## src/hdl/tscv_pkg.sv

```systemverilog
// Shared constants, widths and helper functions for the touch strip smoother.
package tscv_pkg;

  localparam int PAD_COUNT = 12;
  localparam int PADS_W    = 12;
  localparam int DEV_W     = 16;
  localparam int TOP_W     = 4;
  localparam int Q_W       = 17;
  localparam int FS_W      = 15;
  localparam int ACC_W     = 34;
  localparam int MCAND_W   = 33;

  localparam int PAD_SCAN  = (PAD_COUNT < PADS_W) ? PAD_COUNT : PADS_W;

  localparam logic [Q_W-1:0] Q_ONE      = 17'd65536;
  localparam logic [Q_W-1:0] Q_HALF     = 17'd32768;
  localparam logic [Q_W-1:0] SMOOTH_MAX = 17'd62259;

  localparam int MUL_STEPS = 17;
  localparam int DIV_STEPS = 16;

  localparam int CFG_IDX_W = 2;
  localparam logic [CFG_IDX_W-1:0] REG_FULL_SCALE = 2'd0;
  localparam logic [CFG_IDX_W-1:0] REG_POS_WEIGHT = 2'd1;
  localparam logic [CFG_IDX_W-1:0] REG_IDLE_DECAY = 2'd2;

  localparam logic [FS_W-1:0] FULL_SCALE_RST = 15'd50;
  localparam logic [Q_W-1:0]  POS_WEIGHT_RST = 17'd45875;
  localparam logic [Q_W-1:0]  IDLE_DECAY_RST = 17'd62259;

  // Saturate an 18-bit value to one in Q1.16.
  function automatic logic [Q_W-1:0] sat_q(input logic [Q_W:0] x);
    return (x > {1'b0, Q_ONE}) ? Q_ONE : x[Q_W-1:0];
  endfunction

  // Pad position as a Q1.16 fraction of the strip, rounded to nearest.
  // Each entry is worked out from constants, so this is a small lookup table.
  function automatic logic [Q_W-1:0] pos_of(input logic [TOP_W-1:0] idx);
    logic [Q_W-1:0] pos;
    int             val;
    pos = '0;
    for (int i = 0; i < (1 << TOP_W); i++) begin
      val = (i * 65536 + (PAD_COUNT - 1) / 2) / (PAD_COUNT - 1);
      if (idx == TOP_W'(i)) pos = sat_q((Q_W+1)'(val));
    end
    return pos;
  endfunction

endpackage

```

## src/hdl/touch_strip_cv_smoother_core.sv

```systemverilog
// Touch strip control-value smoother: bit-serial multiply and divide sequencer.
// Untouched poll: one 17-step serial multiply (the idle decay), then a finish step. Touched:
// the 16-step serial divide when the pressure needs it, then the square, mix and blend
// multiplies, a coefficient and a finish step; the multiplier takes one bit a cycle.
// One transaction at a time: the next is taken once the result is in the output register,
// even if that result is still waiting. Synchronous active-low reset restores the register
// defaults, clears the value and empties the output.
module touch_strip_cv_smoother_core
  import tscv_pkg::*;
(
  input  logic                 clk,
  input  logic                 rst_n,
  // Poll input. in_tdata, from bit 0: touched_pads[11:0], pad_deviation[27:12], zero fill.
  input  logic                 in_tvalid,
  output logic                 in_tready,
  input  logic [31:0]          in_tdata,
  // Result. out_tdata, from bit 0: cv_level[16:0], top_pad[20:17], zero fill.
  // out_tuser, from bit 0: any_touched.
  output logic                 out_tvalid,
  input  logic                 out_tready,
  output logic [23:0]          out_tdata,
  output logic                 out_tuser,
  // Register write channel.
  input  logic                 cfg_valid,
  output logic                 cfg_ready,
  input  logic [CFG_IDX_W-1:0] cfg_addr,
  input  logic [Q_W-1:0]       cfg_data
);

  typedef enum logic [3:0] {
    ST_IDLE, ST_DIV, ST_SQ, ST_MIX1, ST_MIX2, ST_COEF, ST_NEW1, ST_NEW2, ST_DECAY, ST_FIN
  } state_t;

  state_t state_r, state_nxt;

  // Configuration registers.
  logic [FS_W-1:0] full_scale_r, full_scale_nxt;
  logic [Q_W-1:0]  weight_r, weight_nxt;
  logic [Q_W-1:0]  decay_r, decay_nxt;

  // Stored control value.
  logic [Q_W-1:0]  smoothed_r, smoothed_nxt;

  // Shared serial multiplier: acc += mcand * mplier, one multiplier bit per cycle.
  logic [ACC_W-1:0]   acc_r, acc_nxt;
  logic [MCAND_W-1:0] mcand_r, mcand_nxt;
  logic [Q_W-1:0]     mplier_r, mplier_nxt;
  logic [4:0]         cnt_r, cnt_nxt;

  // Serial restoring divider for the pressure fraction.
  logic [FS_W-1:0] rem_r, rem_nxt;
  logic [15:0]     num_r, num_nxt;
  logic [15:0]     quo_r, quo_nxt;

  // Intermediate values of one transaction.
  logic [TOP_W-1:0] top_r, top_nxt;
  logic             any_r, any_nxt;
  logic [Q_W-1:0]   q_r, q_nxt;
  logic [Q_W-1:0]   m_r, m_nxt;
  logic [Q_W-1:0]   s_r, s_nxt;
  logic [Q_W-1:0]   res_r, res_nxt;

  // Output stage.
  logic             out_valid_r, out_valid_nxt;
  logic [Q_W-1:0]   out_cv_r, out_cv_nxt;
  logic [TOP_W-1:0] out_top_r, out_top_nxt;
  logic             out_any_r, out_any_nxt;

  logic [PADS_W-1:0]  pads_in;
  logic [DEV_W-1:0]   dev_in;
  logic [TOP_W-1:0]   top_in;
  logic               any_in;
  logic [FS_W-1:0]    fs_eff;
  logic [Q_W-1:0]     w_sat;
  logic [Q_W-1:0]     d_sat;
  logic [ACC_W-1:0]   acc_add;
  logic               mul_last;
  logic               div_last;
  logic [15:0]        div_trial;
  logic               div_ge;
  logic [Q_W-1:0]     diff;
  logic [Q_W:0]       diff2;
  logic [Q_W-1:0]     s_val;
  logic               in_fire;

  assign in_tready  = (state_r == ST_IDLE);
  assign cfg_ready  = 1'b1;
  assign in_fire    = in_tvalid && in_tready;
  assign out_tvalid = out_valid_r;
  assign out_tdata  = {3'b000, out_top_r, out_cv_r};
  assign out_tuser  = out_any_r;

  assign pads_in = in_tdata[PADS_W-1:0];
  assign dev_in  = in_tdata[PADS_W+DEV_W-1:PADS_W];

  // Highest touched pad among those on the strip; mask bits beyond the strip are ignored.
  always_comb begin
    top_in = '0;
    any_in = 1'b0;
    for (int i = 0; i < PAD_SCAN; i++) begin
      if (pads_in[i]) begin
        top_in = TOP_W'(i);
        any_in = 1'b1;
      end
    end
  end

  // A zero full scale acts as one; weight and decay above one saturate.
  assign fs_eff = (full_scale_r == '0) ? FS_W'(1) : full_scale_r;
  assign w_sat  = (weight_r > Q_ONE) ? Q_ONE : weight_r;
  assign d_sat  = (decay_r > Q_ONE) ? Q_ONE : decay_r;

  assign acc_add  = acc_r + (mplier_r[0] ? {1'b0, mcand_r} : '0);
  assign mul_last = (cnt_r == 5'(MUL_STEPS - 1));
  assign div_last = (cnt_r == 5'(DIV_STEPS - 1));

  // One quotient bit per cycle; the remainder always stays below the full scale.
  assign div_trial = {rem_r, num_r[15]};
  assign div_ge    = (div_trial >= {1'b0, fs_eff});

  // Smoothing coefficient: max(one half, 0.95 - 2*|mix - value|).
  assign diff  = (m_r >= smoothed_r) ? (m_r - smoothed_r) : (smoothed_r - m_r);
  assign diff2 = {diff, 1'b0};
  assign s_val = (diff2 >= {1'b0, SMOOTH_MAX - Q_HALF}) ? Q_HALF
               : Q_W'({1'b0, SMOOTH_MAX} - diff2);

  always_comb begin
    state_nxt      = state_r;
    full_scale_nxt = full_scale_r;
    weight_nxt     = weight_r;
    decay_nxt      = decay_r;
    smoothed_nxt   = smoothed_r;
    acc_nxt        = acc_r;
    mcand_nxt      = mcand_r;
    mplier_nxt     = mplier_r;
    cnt_nxt        = cnt_r;
    rem_nxt        = rem_r;
    num_nxt        = num_r;
    quo_nxt        = quo_r;
    top_nxt        = top_r;
    any_nxt        = any_r;
    q_nxt          = q_r;
    m_nxt          = m_r;
    s_nxt          = s_r;
    res_nxt        = res_r;
    out_valid_nxt  = out_valid_r && !out_tready;
    out_cv_nxt     = out_cv_r;
    out_top_nxt    = out_top_r;
    out_any_nxt    = out_any_r;

    if (cfg_valid) begin
      unique case (cfg_addr)
        REG_FULL_SCALE: full_scale_nxt = cfg_data[FS_W-1:0];
        REG_POS_WEIGHT: weight_nxt     = cfg_data;
        REG_IDLE_DECAY: decay_nxt      = cfg_data;
        default: ;
      endcase
    end

    unique case (state_r)
      ST_IDLE: begin
        if (in_fire) begin
          top_nxt = top_in;
          any_nxt = any_in;
          cnt_nxt = '0;
          if (!any_in) begin
            mcand_nxt  = MCAND_W'(smoothed_r);
            mplier_nxt = d_sat;
            acc_nxt    = '0;
            state_nxt  = ST_DECAY;
          end else if (dev_in[DEV_W-1] || dev_in == '0) begin
            mcand_nxt  = '0;
            mplier_nxt = '0;
            acc_nxt    = ACC_W'(Q_HALF);
            state_nxt  = ST_SQ;
          end else if (dev_in[FS_W-1:0] >= fs_eff) begin
            mcand_nxt  = MCAND_W'(Q_ONE);
            mplier_nxt = Q_ONE;
            acc_nxt    = ACC_W'(Q_HALF);
            state_nxt  = ST_SQ;
          end else begin
            rem_nxt   = dev_in[FS_W-1:0];
            num_nxt   = {2'b00, fs_eff[FS_W-1:1]};
            quo_nxt   = '0;
            state_nxt = ST_DIV;
          end
        end
      end
      ST_DIV: begin
        rem_nxt = div_ge ? FS_W'(div_trial - {1'b0, fs_eff}) : div_trial[FS_W-1:0];
        num_nxt = {num_r[14:0], 1'b0};
        quo_nxt = {quo_r[14:0], div_ge};
        cnt_nxt = cnt_r + 5'd1;
        if (div_last) begin
          mcand_nxt  = MCAND_W'(quo_nxt);
          mplier_nxt = Q_W'(quo_nxt);
          acc_nxt    = ACC_W'(Q_HALF);
          cnt_nxt    = '0;
          state_nxt  = ST_SQ;
        end
      end
      ST_SQ, ST_MIX1, ST_MIX2, ST_NEW1, ST_NEW2, ST_DECAY: begin
        acc_nxt    = acc_add;
        mcand_nxt  = {mcand_r[MCAND_W-2:0], 1'b0};
        mplier_nxt = {1'b0, mplier_r[Q_W-1:1]};
        cnt_nxt    = cnt_r + 5'd1;
        if (mul_last) begin
          cnt_nxt = '0;
          unique case (state_r)
            ST_SQ: begin
              q_nxt      = sat_q(acc_add[ACC_W-1:16]);
              mcand_nxt  = MCAND_W'(pos_of(top_r));
              mplier_nxt = w_sat;
              acc_nxt    = ACC_W'(Q_HALF);
              state_nxt  = ST_MIX1;
            end
            ST_MIX1: begin
              // The pressure term adds onto the same accumulator.
              mcand_nxt  = MCAND_W'(q_r);
              mplier_nxt = Q_ONE - w_sat;
              state_nxt  = ST_MIX2;
            end
            ST_MIX2: begin
              m_nxt     = sat_q(acc_add[ACC_W-1:16]);
              state_nxt = ST_COEF;
            end
            ST_NEW1: begin
              mcand_nxt  = MCAND_W'(m_r);
              mplier_nxt = Q_ONE - s_r;
              state_nxt  = ST_NEW2;
            end
            default: begin
              // Final blend, or the idle decay which starts from zero and so truncates.
              res_nxt   = sat_q(acc_add[ACC_W-1:16]);
              state_nxt = ST_FIN;
            end
          endcase
        end
      end
      ST_COEF: begin
        s_nxt      = s_val;
        mcand_nxt  = MCAND_W'(smoothed_r);
        mplier_nxt = s_val;
        acc_nxt    = ACC_W'(Q_HALF);
        cnt_nxt    = '0;
        state_nxt  = ST_NEW1;
      end
      ST_FIN: begin
        if (!out_valid_r || out_tready) begin
          smoothed_nxt  = res_r;
          out_cv_nxt    = res_r;
          out_top_nxt   = top_r;
          out_any_nxt   = any_r;
          out_valid_nxt = 1'b1;
          state_nxt     = ST_IDLE;
        end
      end
      default: state_nxt = ST_IDLE;
    endcase
  end

  always_ff @(posedge clk) begin
    if (!rst_n) begin
      state_r      <= ST_IDLE;
      full_scale_r <= FULL_SCALE_RST;
      weight_r     <= POS_WEIGHT_RST;
      decay_r      <= IDLE_DECAY_RST;
      smoothed_r   <= '0;
      out_valid_r  <= 1'b0;
    end else begin
      state_r      <= state_nxt;
      full_scale_r <= full_scale_nxt;
      weight_r     <= weight_nxt;
      decay_r      <= decay_nxt;
      smoothed_r   <= smoothed_nxt;
      out_valid_r  <= out_valid_nxt;
    end
    acc_r     <= acc_nxt;
    mcand_r   <= mcand_nxt;
    mplier_r  <= mplier_nxt;
    cnt_r     <= cnt_nxt;
    rem_r     <= rem_nxt;
    num_r     <= num_nxt;
    quo_r     <= quo_nxt;
    top_r     <= top_nxt;
    any_r     <= any_nxt;
    q_r       <= q_nxt;
    m_r       <= m_nxt;
    s_r       <= s_nxt;
    res_r     <= res_nxt;
    out_cv_r  <= out_cv_nxt;
    out_top_r <= out_top_nxt;
    out_any_r <= out_any_nxt;
  end

  // The stored value never leaves the range zero to one.
  a_smoothed_range: assert property (@(posedge clk) disable iff (!rst_n)
    smoothed_r <= Q_ONE) else $error("smoothed value above one");

  // An idle result reports pad zero.
  a_idle_top: assert property (@(posedge clk) disable iff (!rst_n)
    out_valid_r && !out_any_r |-> out_top_r == '0) else $error("idle result with pad index");

  // A taken transaction starts a computation; no second one enters behind it.
  a_one_at_a_time: assert property (@(posedge clk) disable iff (!rst_n)
    in_fire |=> !in_tready) else $error("input taken twice in a row");

  // A new result only appears at the end of a computation.
  a_result_source: assert property (@(posedge clk) disable iff (!rst_n)
    $rose(out_valid_r) |-> $past(state_r) == ST_FIN) else $error("result outside finish step");

endmodule

```

## config.mk

```make
export PLATFORM = sky130hd
export DESIGN_NAME = touch_strip_cv_smoother_core
export DESIGN_NICKNAME = d
export VERILOG_FILES = /design/src/hdl/tscv_pkg.sv /design/src/hdl/touch_strip_cv_smoother_core.sv
export SDC_FILE = /design/constraint.sdc
export NUM_CORES = 1
export LEC_CHECK = 0
export ABC_AREA = 1
export BUFFER_PORTS_ARGS = -buffer_cell sky130_fd_sc_hd__buf_4
export CORE_MARGIN = 3
export CORE_UTILIZATION = 60
export DETAILED_ROUTE_END_ITERATION = 6
export PLACE_DENSITY = 0.79
export SYNTH_ARGS = -nofsm -noshare
export SYNTH_HDL_FRONTEND = slang
export SYNTH_SLANG_ARGS = --single-unit
```

## constraint.sdc

```tcl
create_clock -name clk -period 9.9 [get_ports clk]
set_input_delay 2.97 -clock clk [delete_from_list [all_inputs] [get_ports clk]]
set_output_delay 2.97 -clock clk [all_outputs]
set_load 0.005 [all_outputs]
```

==> reports/results.md, run 1 <==
- finished, final reports clean — status
- 0.01913 mm² — post-synthesis instance area
- 17270 — via count
- 49 — CP Max Fanout
- 1683 — initial DRC count
- input pin — CP Launch Type
- 16610 — via count of the first global-routing pass
- 14 — FF-to-FF path depth
- no — unrepaired setup endpoints after global routing
- 0.6011 — portion of the clock cycle consumed by the worst path in the final layout
- 5.799 — post-DR vias/cell
- 0 — max-slew violation count
- 0 — max capacitance violation total
- 88210 µm — wire length of the first global-routing pass
- sky130_fd_sc_hd__edfxtp_1 — leading register cell type out of synthesis
- 0 — number of inserted diodes
- 0 — buffer count from post-CTS setup fixing
- 0 — hold-fix buffers at CTS
- 3 — largest buffer count on any clock path
- 34 — Num CTS Buffers
- 1.216 ns — slew at the pin closest to its max-slew limit
- 0.03406 mm² — area of the die
- 10.53% — Synth-to-Final Area Change
- 230 — number of enable flip-flop cells after synthesis
- 2978 — fin cells
- 679 x sky130_fd_sc_hd__nand2_1, 338 x sky130_fd_sc_hd__inv_1, 290 x sky130_fd_sc_hd__nor2_1 — highest-count cells in the layout ignoring fill and taps
- 0.03099 mm² — core area
- 0 — DRC violation count after routing
- 0.02115 mm² — Layout Cell Area excl Fill
- 0 — synthesis warning total
- 5.36 ns — flop2flop setup slack
- 0.06 ns — clock transition at the registers of the reported paths
- 5.673 mW — Final Total Pwr
- flop to flop — path category of the worst min-delay check
- 0.3284 — overall global routing resource usage
- 0.9997 — routability-driven placement congestion ratio
- 0.4371 ns — final hold slack
- 0 — remaining global-route overflow
- 0.06855 — fraction of final layout cells with drive strength greater than 1
- 2 — maximum level of the CTS H-tree
- 42190 µm — post-detailed-placement half-perimeter wirelength
- 0.4353 — sequential element share of the synthesized area
- built — clock tree from TritonCTS
- 184.6 µm — Die Width
- 0.02003 mm² — instance area at placement
- 0 — Final Hold Vio Count
- 5.951 ns — Final min period
- 58 — Synth cell types
- 168.0 MHz — maximum clock frequency
- 0.1891 — worst slew margin relative to its limit
- 0.6173 — Initial Util
- sky130_fd_sc_hd__nand2_1 — most common cell after layout, fill and taps aside
- 0 — share of flip-flops with an asynchronous set or reset
- 55720 µm — wire length reported by the detailed router
- 2721 — number of nets in the final layout
- 6 — number of optimization iterations in the first detailed-route pass
- 268.3 mW/mm² — Pwr Density
- input pin to flop — category of the most critical setup path
- 0 — count of endpoints failing setup in the final report
- 2918 — cell count after placement
- 6.09 ns — Data arrival, critical path
- 301 — number of clock sinks seen by CTS
- 0.6823 — final core utilization
- 84 — io pins
- 0.2394 mV — Peak VDD IR
- 0 — hold depth
- flop — CP Capture Type
- 3.434 ns — minimum setup slack after placement
- 301 — Synth Register Bits
- 184.6 µm — die span in y
- 3.949 ns — crit path setup slack, layout
- 75 — input/output buffers
- 10.04 ns — Required @ worst endpoint
- 0 — Routed Antenna Nets
- 64 — FP Rows
- 2502 — Post-Syn Instances
- 18.71 µm — average wire per standard cell
- 0 — cts repair resizes
- 0.02168 ns — Final Skew
- 9.711 nW — LEAKAGE
- 68 — pin count of the biggest net entering global routing
- sky130_fd_sc_hd__clkbuf_16 — root buffer selected by CTS
- 7.646 µm² — post-synthesis average cell area
- 0.53 ns — Clk Latency, worst-skew pair
- 0 ns — setup total negative slack
- 0 — initial antenna violation count
-- final cells by class --
class                      count  area [µm²]
fill                        2619        9844
clock buffer                  50       998.5
multi-input combinational   1788        9250
timing repair buffer          89       668.1
sequential                   301        8328
clock inverter                10       113.9
tap                          396       495.5
inverter                     344        1291
-- worst max-delay path, cell delays in order --
cell	delay [ns]
sky130_fd_sc_hd__buf_4	0.12
sky130_fd_sc_hd__ha_1	0.31
sky130_fd_sc_hd__nand2_1	0.05
sky130_fd_sc_hd__o21ai_0	0.15
sky130_fd_sc_hd__a21oi_1	0.08
sky130_fd_sc_hd__o21ai_0	0.15
sky130_fd_sc_hd__a21o_1	0.14
sky130_fd_sc_hd__nand2_1	0.05
sky130_fd_sc_hd__nand4_1	0.19
sky130_fd_sc_hd__nor2_1	0.07
sky130_fd_sc_hd__nand2_1	0.11
sky130_fd_sc_hd__nand2_1	0.10
sky130_fd_sc_hd__nor2_4	0.87
sky130_fd_sc_hd__buf_4	0.65
-- layer usage --
layer | vias to the layer above | track usage | share of wire
met5 | - | 0 | 0
met2 | 816 | 0.5329 | 0.45
li1 | 8363 | - | -
met1 | 7934 | 0.4411 | 0.41
met4 | 0 | 0.1309 | 0.043
met3 | 157 | 0.05585 | 0.092
-- cell families (layout without fill, tap and decap cells) --
| logic type | Yosys count | count (layout) | share of synthesized area |
|---|---|---|---|
| DFF | 301 | 301 | 0.4353 |
| buffers and inverters | 416 | 493 | 0.08404 |
| xor gates and xnor gates | 45 | 45 | 0.02060 |
| other | 2 | 5 | 0.0003926 |
| adders and majority gates | 107 | 107 | 0.07155 |
| AOI/OAI and AO/OA | 427 | 427 | 0.1260 |
| and+or+nand+nor | 1204 | 1204 | 0.2621 |
-- state kept, by name (all words and copies together) (netlist names), 5 cells and up --
name	flops
m_r	17
decay_r	17
acc_r	34
smoothed_r	17
num_r	16
mplier_r	17
full_scale_r	15
s_r	17
weight_r	17
cnt_r	5
mcand_r	33
quo_r	15
res_r	17
rem_r	15
q_r	17
out_cv_r	17
-- power by group --
group	internal, mW	switching, mW	leakage [nW]
combinational	0.688	1.67	6.40
clock	0.755	0.512	0.545
sequential	1.89	0.156	2.77
-- final timing paths --
check | from | endpoint
setup reg to reg | state_r[1]$_SDFFE_PN0P_ | mcand_r[9]$_DFFE_PP_
setup / recovery | in_tdata[14] | acc_r[12]$_DFFE_PP_
hold / removal | res_r[14]$_DFFE_PP_ | out_cv_r[14]$_DFFE_PP_
hold reg to reg | res_r[14]$_DFFE_PP_ | out_cv_r[14]$_DFFE_PP_
-- synth_stat cells, drive strengths merged (4+ instances only) --
| library cell | number | area [µm²] |
|---|---|---|
| fa | 4 | 80.08 |
| a211oi | 10 | 75.07 |
| inv | 343 | 1287 |
| o21ai | 174 | 874.6 |
| nand3b | 10 | 75.07 |
| xor2 | 28 | 245.2 |
| dfxtp | 71 | 1421 |
| nor3 | 21 | 121.4 |
| nor4 | 15 | 93.84 |
| a221oi | 5 | 43.79 |
| nand4 | 26 | 162.7 |
| a21oi | 156 | 784.5 |
| o21bai | 7 | 52.55 |
| or2 | 4 | 25.02 |
| ha | 103 | 1289 |
| a31oi | 5 | 31.28 |
| o211ai | 30 | 225.2 |
| o2111ai | 6 | 52.55 |
| nand3 | 132 | 665.6 |
| nand2 | 686 | 2616 |
| a21o | 8 | 60.06 |
| xnor2 | 17 | 148.9 |
| clkbuf | 45 | 168.9 |
| o221ai | 6 | 52.55 |
| edfxtp | 230 | 6907 |
| a21boi | 4 | 30.03 |
| nor2 | 305 | 1221 |
| buf | 27 | 147.6 |
Power figures use the tool's default switching activity.
==> run 2: changes to the inputs <==
Clock period 9.9 ns to 5.7 ns, I/O delays scaled along.
==> run 2 against run 1 <==
  * Register-to-register slack got worse by 3.8 ns
  * Sequential power rose by 73%
  * Clock skew fell by 0.0040 ns
  * Sequential share of layout area fell by 0.11 points
  * Flip-flop and latch count did not move
  * Critical path depth rose by 5
  * Count of clock-buffer cells in the layout fell by 7
  * Non-clock buffer count rose by 9
  * Core utilization rose by 0.20 points
  * Clock power rose by 66%
  * Setup slack got worse by 2.4 ns
  * Highest routed layer unchanged
==> reports/results.md, run 2 (same netlist as run 1, synthesis figures left out) <==
- 18.68 µm — average wire per standard cell
- 0.07339 — fraction of final layout cells with drive strength greater than 1
- 0.7201 — portion of the clock cycle consumed by the worst path in the final layout
- 75 — input/output buffers
- 0 ns — setup total negative slack
- 0.07 ns — clock transition at the registers of the reported paths
- 9.752 nW — LEAKAGE
- 0 — DRC violation count after routing
- 3 — largest buffer count on any clock path
- 0.2185 — worst slew margin relative to its limit
- built — clock tree from TritonCTS
- 0.59 ns — Clk Latency, worst-skew pair
- flop to flop — path category of the worst min-delay check
- 6.16 ns — Required @ worst endpoint
- 0.4994 mV — Peak VDD IR
- 1805 — initial DRC count
- 0 — max capacitance violation total
- 0 — count of endpoints failing setup in the final report
- flop — CP Capture Type
- 0.6843 — final core utilization
- 34 — flip-flop count of the largest register after layout
- 64 — FP Rows
- flop — CP Launch Type
- acc_r x34, mcand_r x33 — registers with the highest flip-flop counts
- 84 — io pins
- 4.105 ns — Final min period
- flop to flop — category of the most critical setup path
- 243.6 MHz — maximum clock frequency
- 17420 — via count
- 0.6173 — Initial Util
- 0 — remaining global-route overflow
- 55770 µm — wire length reported by the detailed router
- sky130_fd_sc_hd__clkbuf_16 — root buffer selected by CTS
- finished, final reports clean — status
- sky130_fd_sc_hd__nand2_1 — most common cell after layout, fill and taps aside
- 0 — hold-fix buffers at CTS
- 0 — initial antenna violation count
- 0 — cts repair resizes
- 0.9735 — routability-driven placement congestion ratio
- no — unrepaired setup endpoints after global routing
- 4.56 ns — Data arrival, critical path
- 1 — maximum level of the CTS H-tree
- 0.03099 mm² — core area
- 5.833 — post-DR vias/cell
- 0 — buffer count from post-CTS setup fixing
- 0.03406 mm² — area of the die
- 0.01771 ns — Final Skew
- acc_r — register with the most flip-flops
- 184.6 µm — die span in y
- 7 — number of optimization iterations in the first detailed-route pass
- 679 x sky130_fd_sc_hd__nand2_1, 338 x sky130_fd_sc_hd__inv_1, 290 x sky130_fd_sc_hd__nor2_1 — highest-count cells in the layout ignoring fill and taps
- 68 — pin count of the biggest net entering global routing
- 0 — Routed Antenna Nets
- 1.171 ns — slew at the pin closest to its max-slew limit
- 0 — Final Hold Vio Count
- 0 — max-slew violation count
- 464.6 mW/mm² — Pwr Density
- 10.85% — Synth-to-Final Area Change
- 184.6 µm — Die Width
- 18 — CP Max Fanout
- 301 — number of clock sinks seen by CTS
- 0.4390 ns — final hold slack
- 87600 µm — wire length of the first global-routing pass
- 31 — Num CTS Buffers
- 41940 µm — post-detailed-placement half-perimeter wirelength
- 16280 — via count of the first global-routing pass
- 0.3251 — overall global routing resource usage
- 2727 — number of nets in the final layout
## run 2: cell count changes in the layout (fill, tap and decap cells not counted), sizes merged
cell      previous run  this run
buf                 89        98
clkbuf              50        43
clkinv               8        10
diode                0         1
inv                344       345
clkinvlp             0         2
## run 2: per-stage QoR
step	power, mW	std cells	setup WS, ns	cell area, µm²
floorplan	6.403	2505	0.2562	19150
global placement	7.576	2927	1.265	20140
detailed placement	7.659	2927	1.286	20140
CTS	9.795	2985	1.644	21200
global route	10.48	2985	1.342	21200
finish	9.852	2986	1.595	21210
## run 2: layout make-up
class	instances	area [µm²]
diodes	1	2.502
clock inverters	15	148.9
clock buffers	43	917.1
well taps	396	495.5
inverters	344	1291
multi-input cells	1788	9250
repair buffers	98	773.2
fillers	2576	9783
flip-flops and latches	301	8328
## run 2: per-layer routing
metal / up-vias / track usage / share of wire
met5: - / 0 / 0
met4: 0 / 0.1061 / 0.035
met3: 123 / 0.04756 / 0.085
met2: 861 / 0.5356 / 0.46
met1: 8057 / 0.4449 / 0.42
li1: 8375 / - / -
## run 2: worst max-delay path: stages, from the launching register on
cell and delay (ns):
sky130_fd_sc_hd__dfxtp_1 0.51, sky130_fd_sc_hd__inv_1 0.24, sky130_fd_sc_hd__ha_1 0.41, sky130_fd_sc_hd__nand2_1 0.17
sky130_fd_sc_hd__nor2_2 0.10, sky130_fd_sc_hd__nand2_1 0.16, sky130_fd_sc_hd__nor3_4 0.06, sky130_fd_sc_hd__nor2_4 0.32
sky130_fd_sc_hd__nand2_8 0.19, sky130_fd_sc_hd__o21ai_2 0.31, sky130_fd_sc_hd__ha_1 0.20, sky130_fd_sc_hd__nand3b_1 0.10
sky130_fd_sc_hd__nand2_1 0.06, sky130_fd_sc_hd__nor2_1 0.14, sky130_fd_sc_hd__inv_1 0.05, sky130_fd_sc_hd__nand2_1 0.07
sky130_fd_sc_hd__nand2_2 0.25, sky130_fd_sc_hd__nor2_1 0.37, sky130_fd_sc_hd__nand2_1 0.13, sky130_fd_sc_hd__nand3b_1 0.12
## run 2: worst paths after layout
kind                              startpoint  slack [ns]  cells past startpoint                    end
hold / removal            res_r[1]$_DFFE_PP_        0.44                      0  out_cv_r[1]$_DFFE_PP_
hold reg to reg           res_r[1]$_DFFE_PP_        0.44                      0  out_cv_r[1]$_DFFE_PP_
setup / recovery  smoothed_r[4]$_SDFFE_PN0P_        1.60                     19  mplier_r[3]$_DFFE_PP_
setup reg to reg  smoothed_r[4]$_SDFFE_PN0P_        1.60                     19  mplier_r[3]$_DFFE_PP_
## run 2: report_power, final
part           internal, mW  switching [mW]
Clock                  1.22           0.894
Combinational          1.28            2.91
Sequential             3.27           0.277
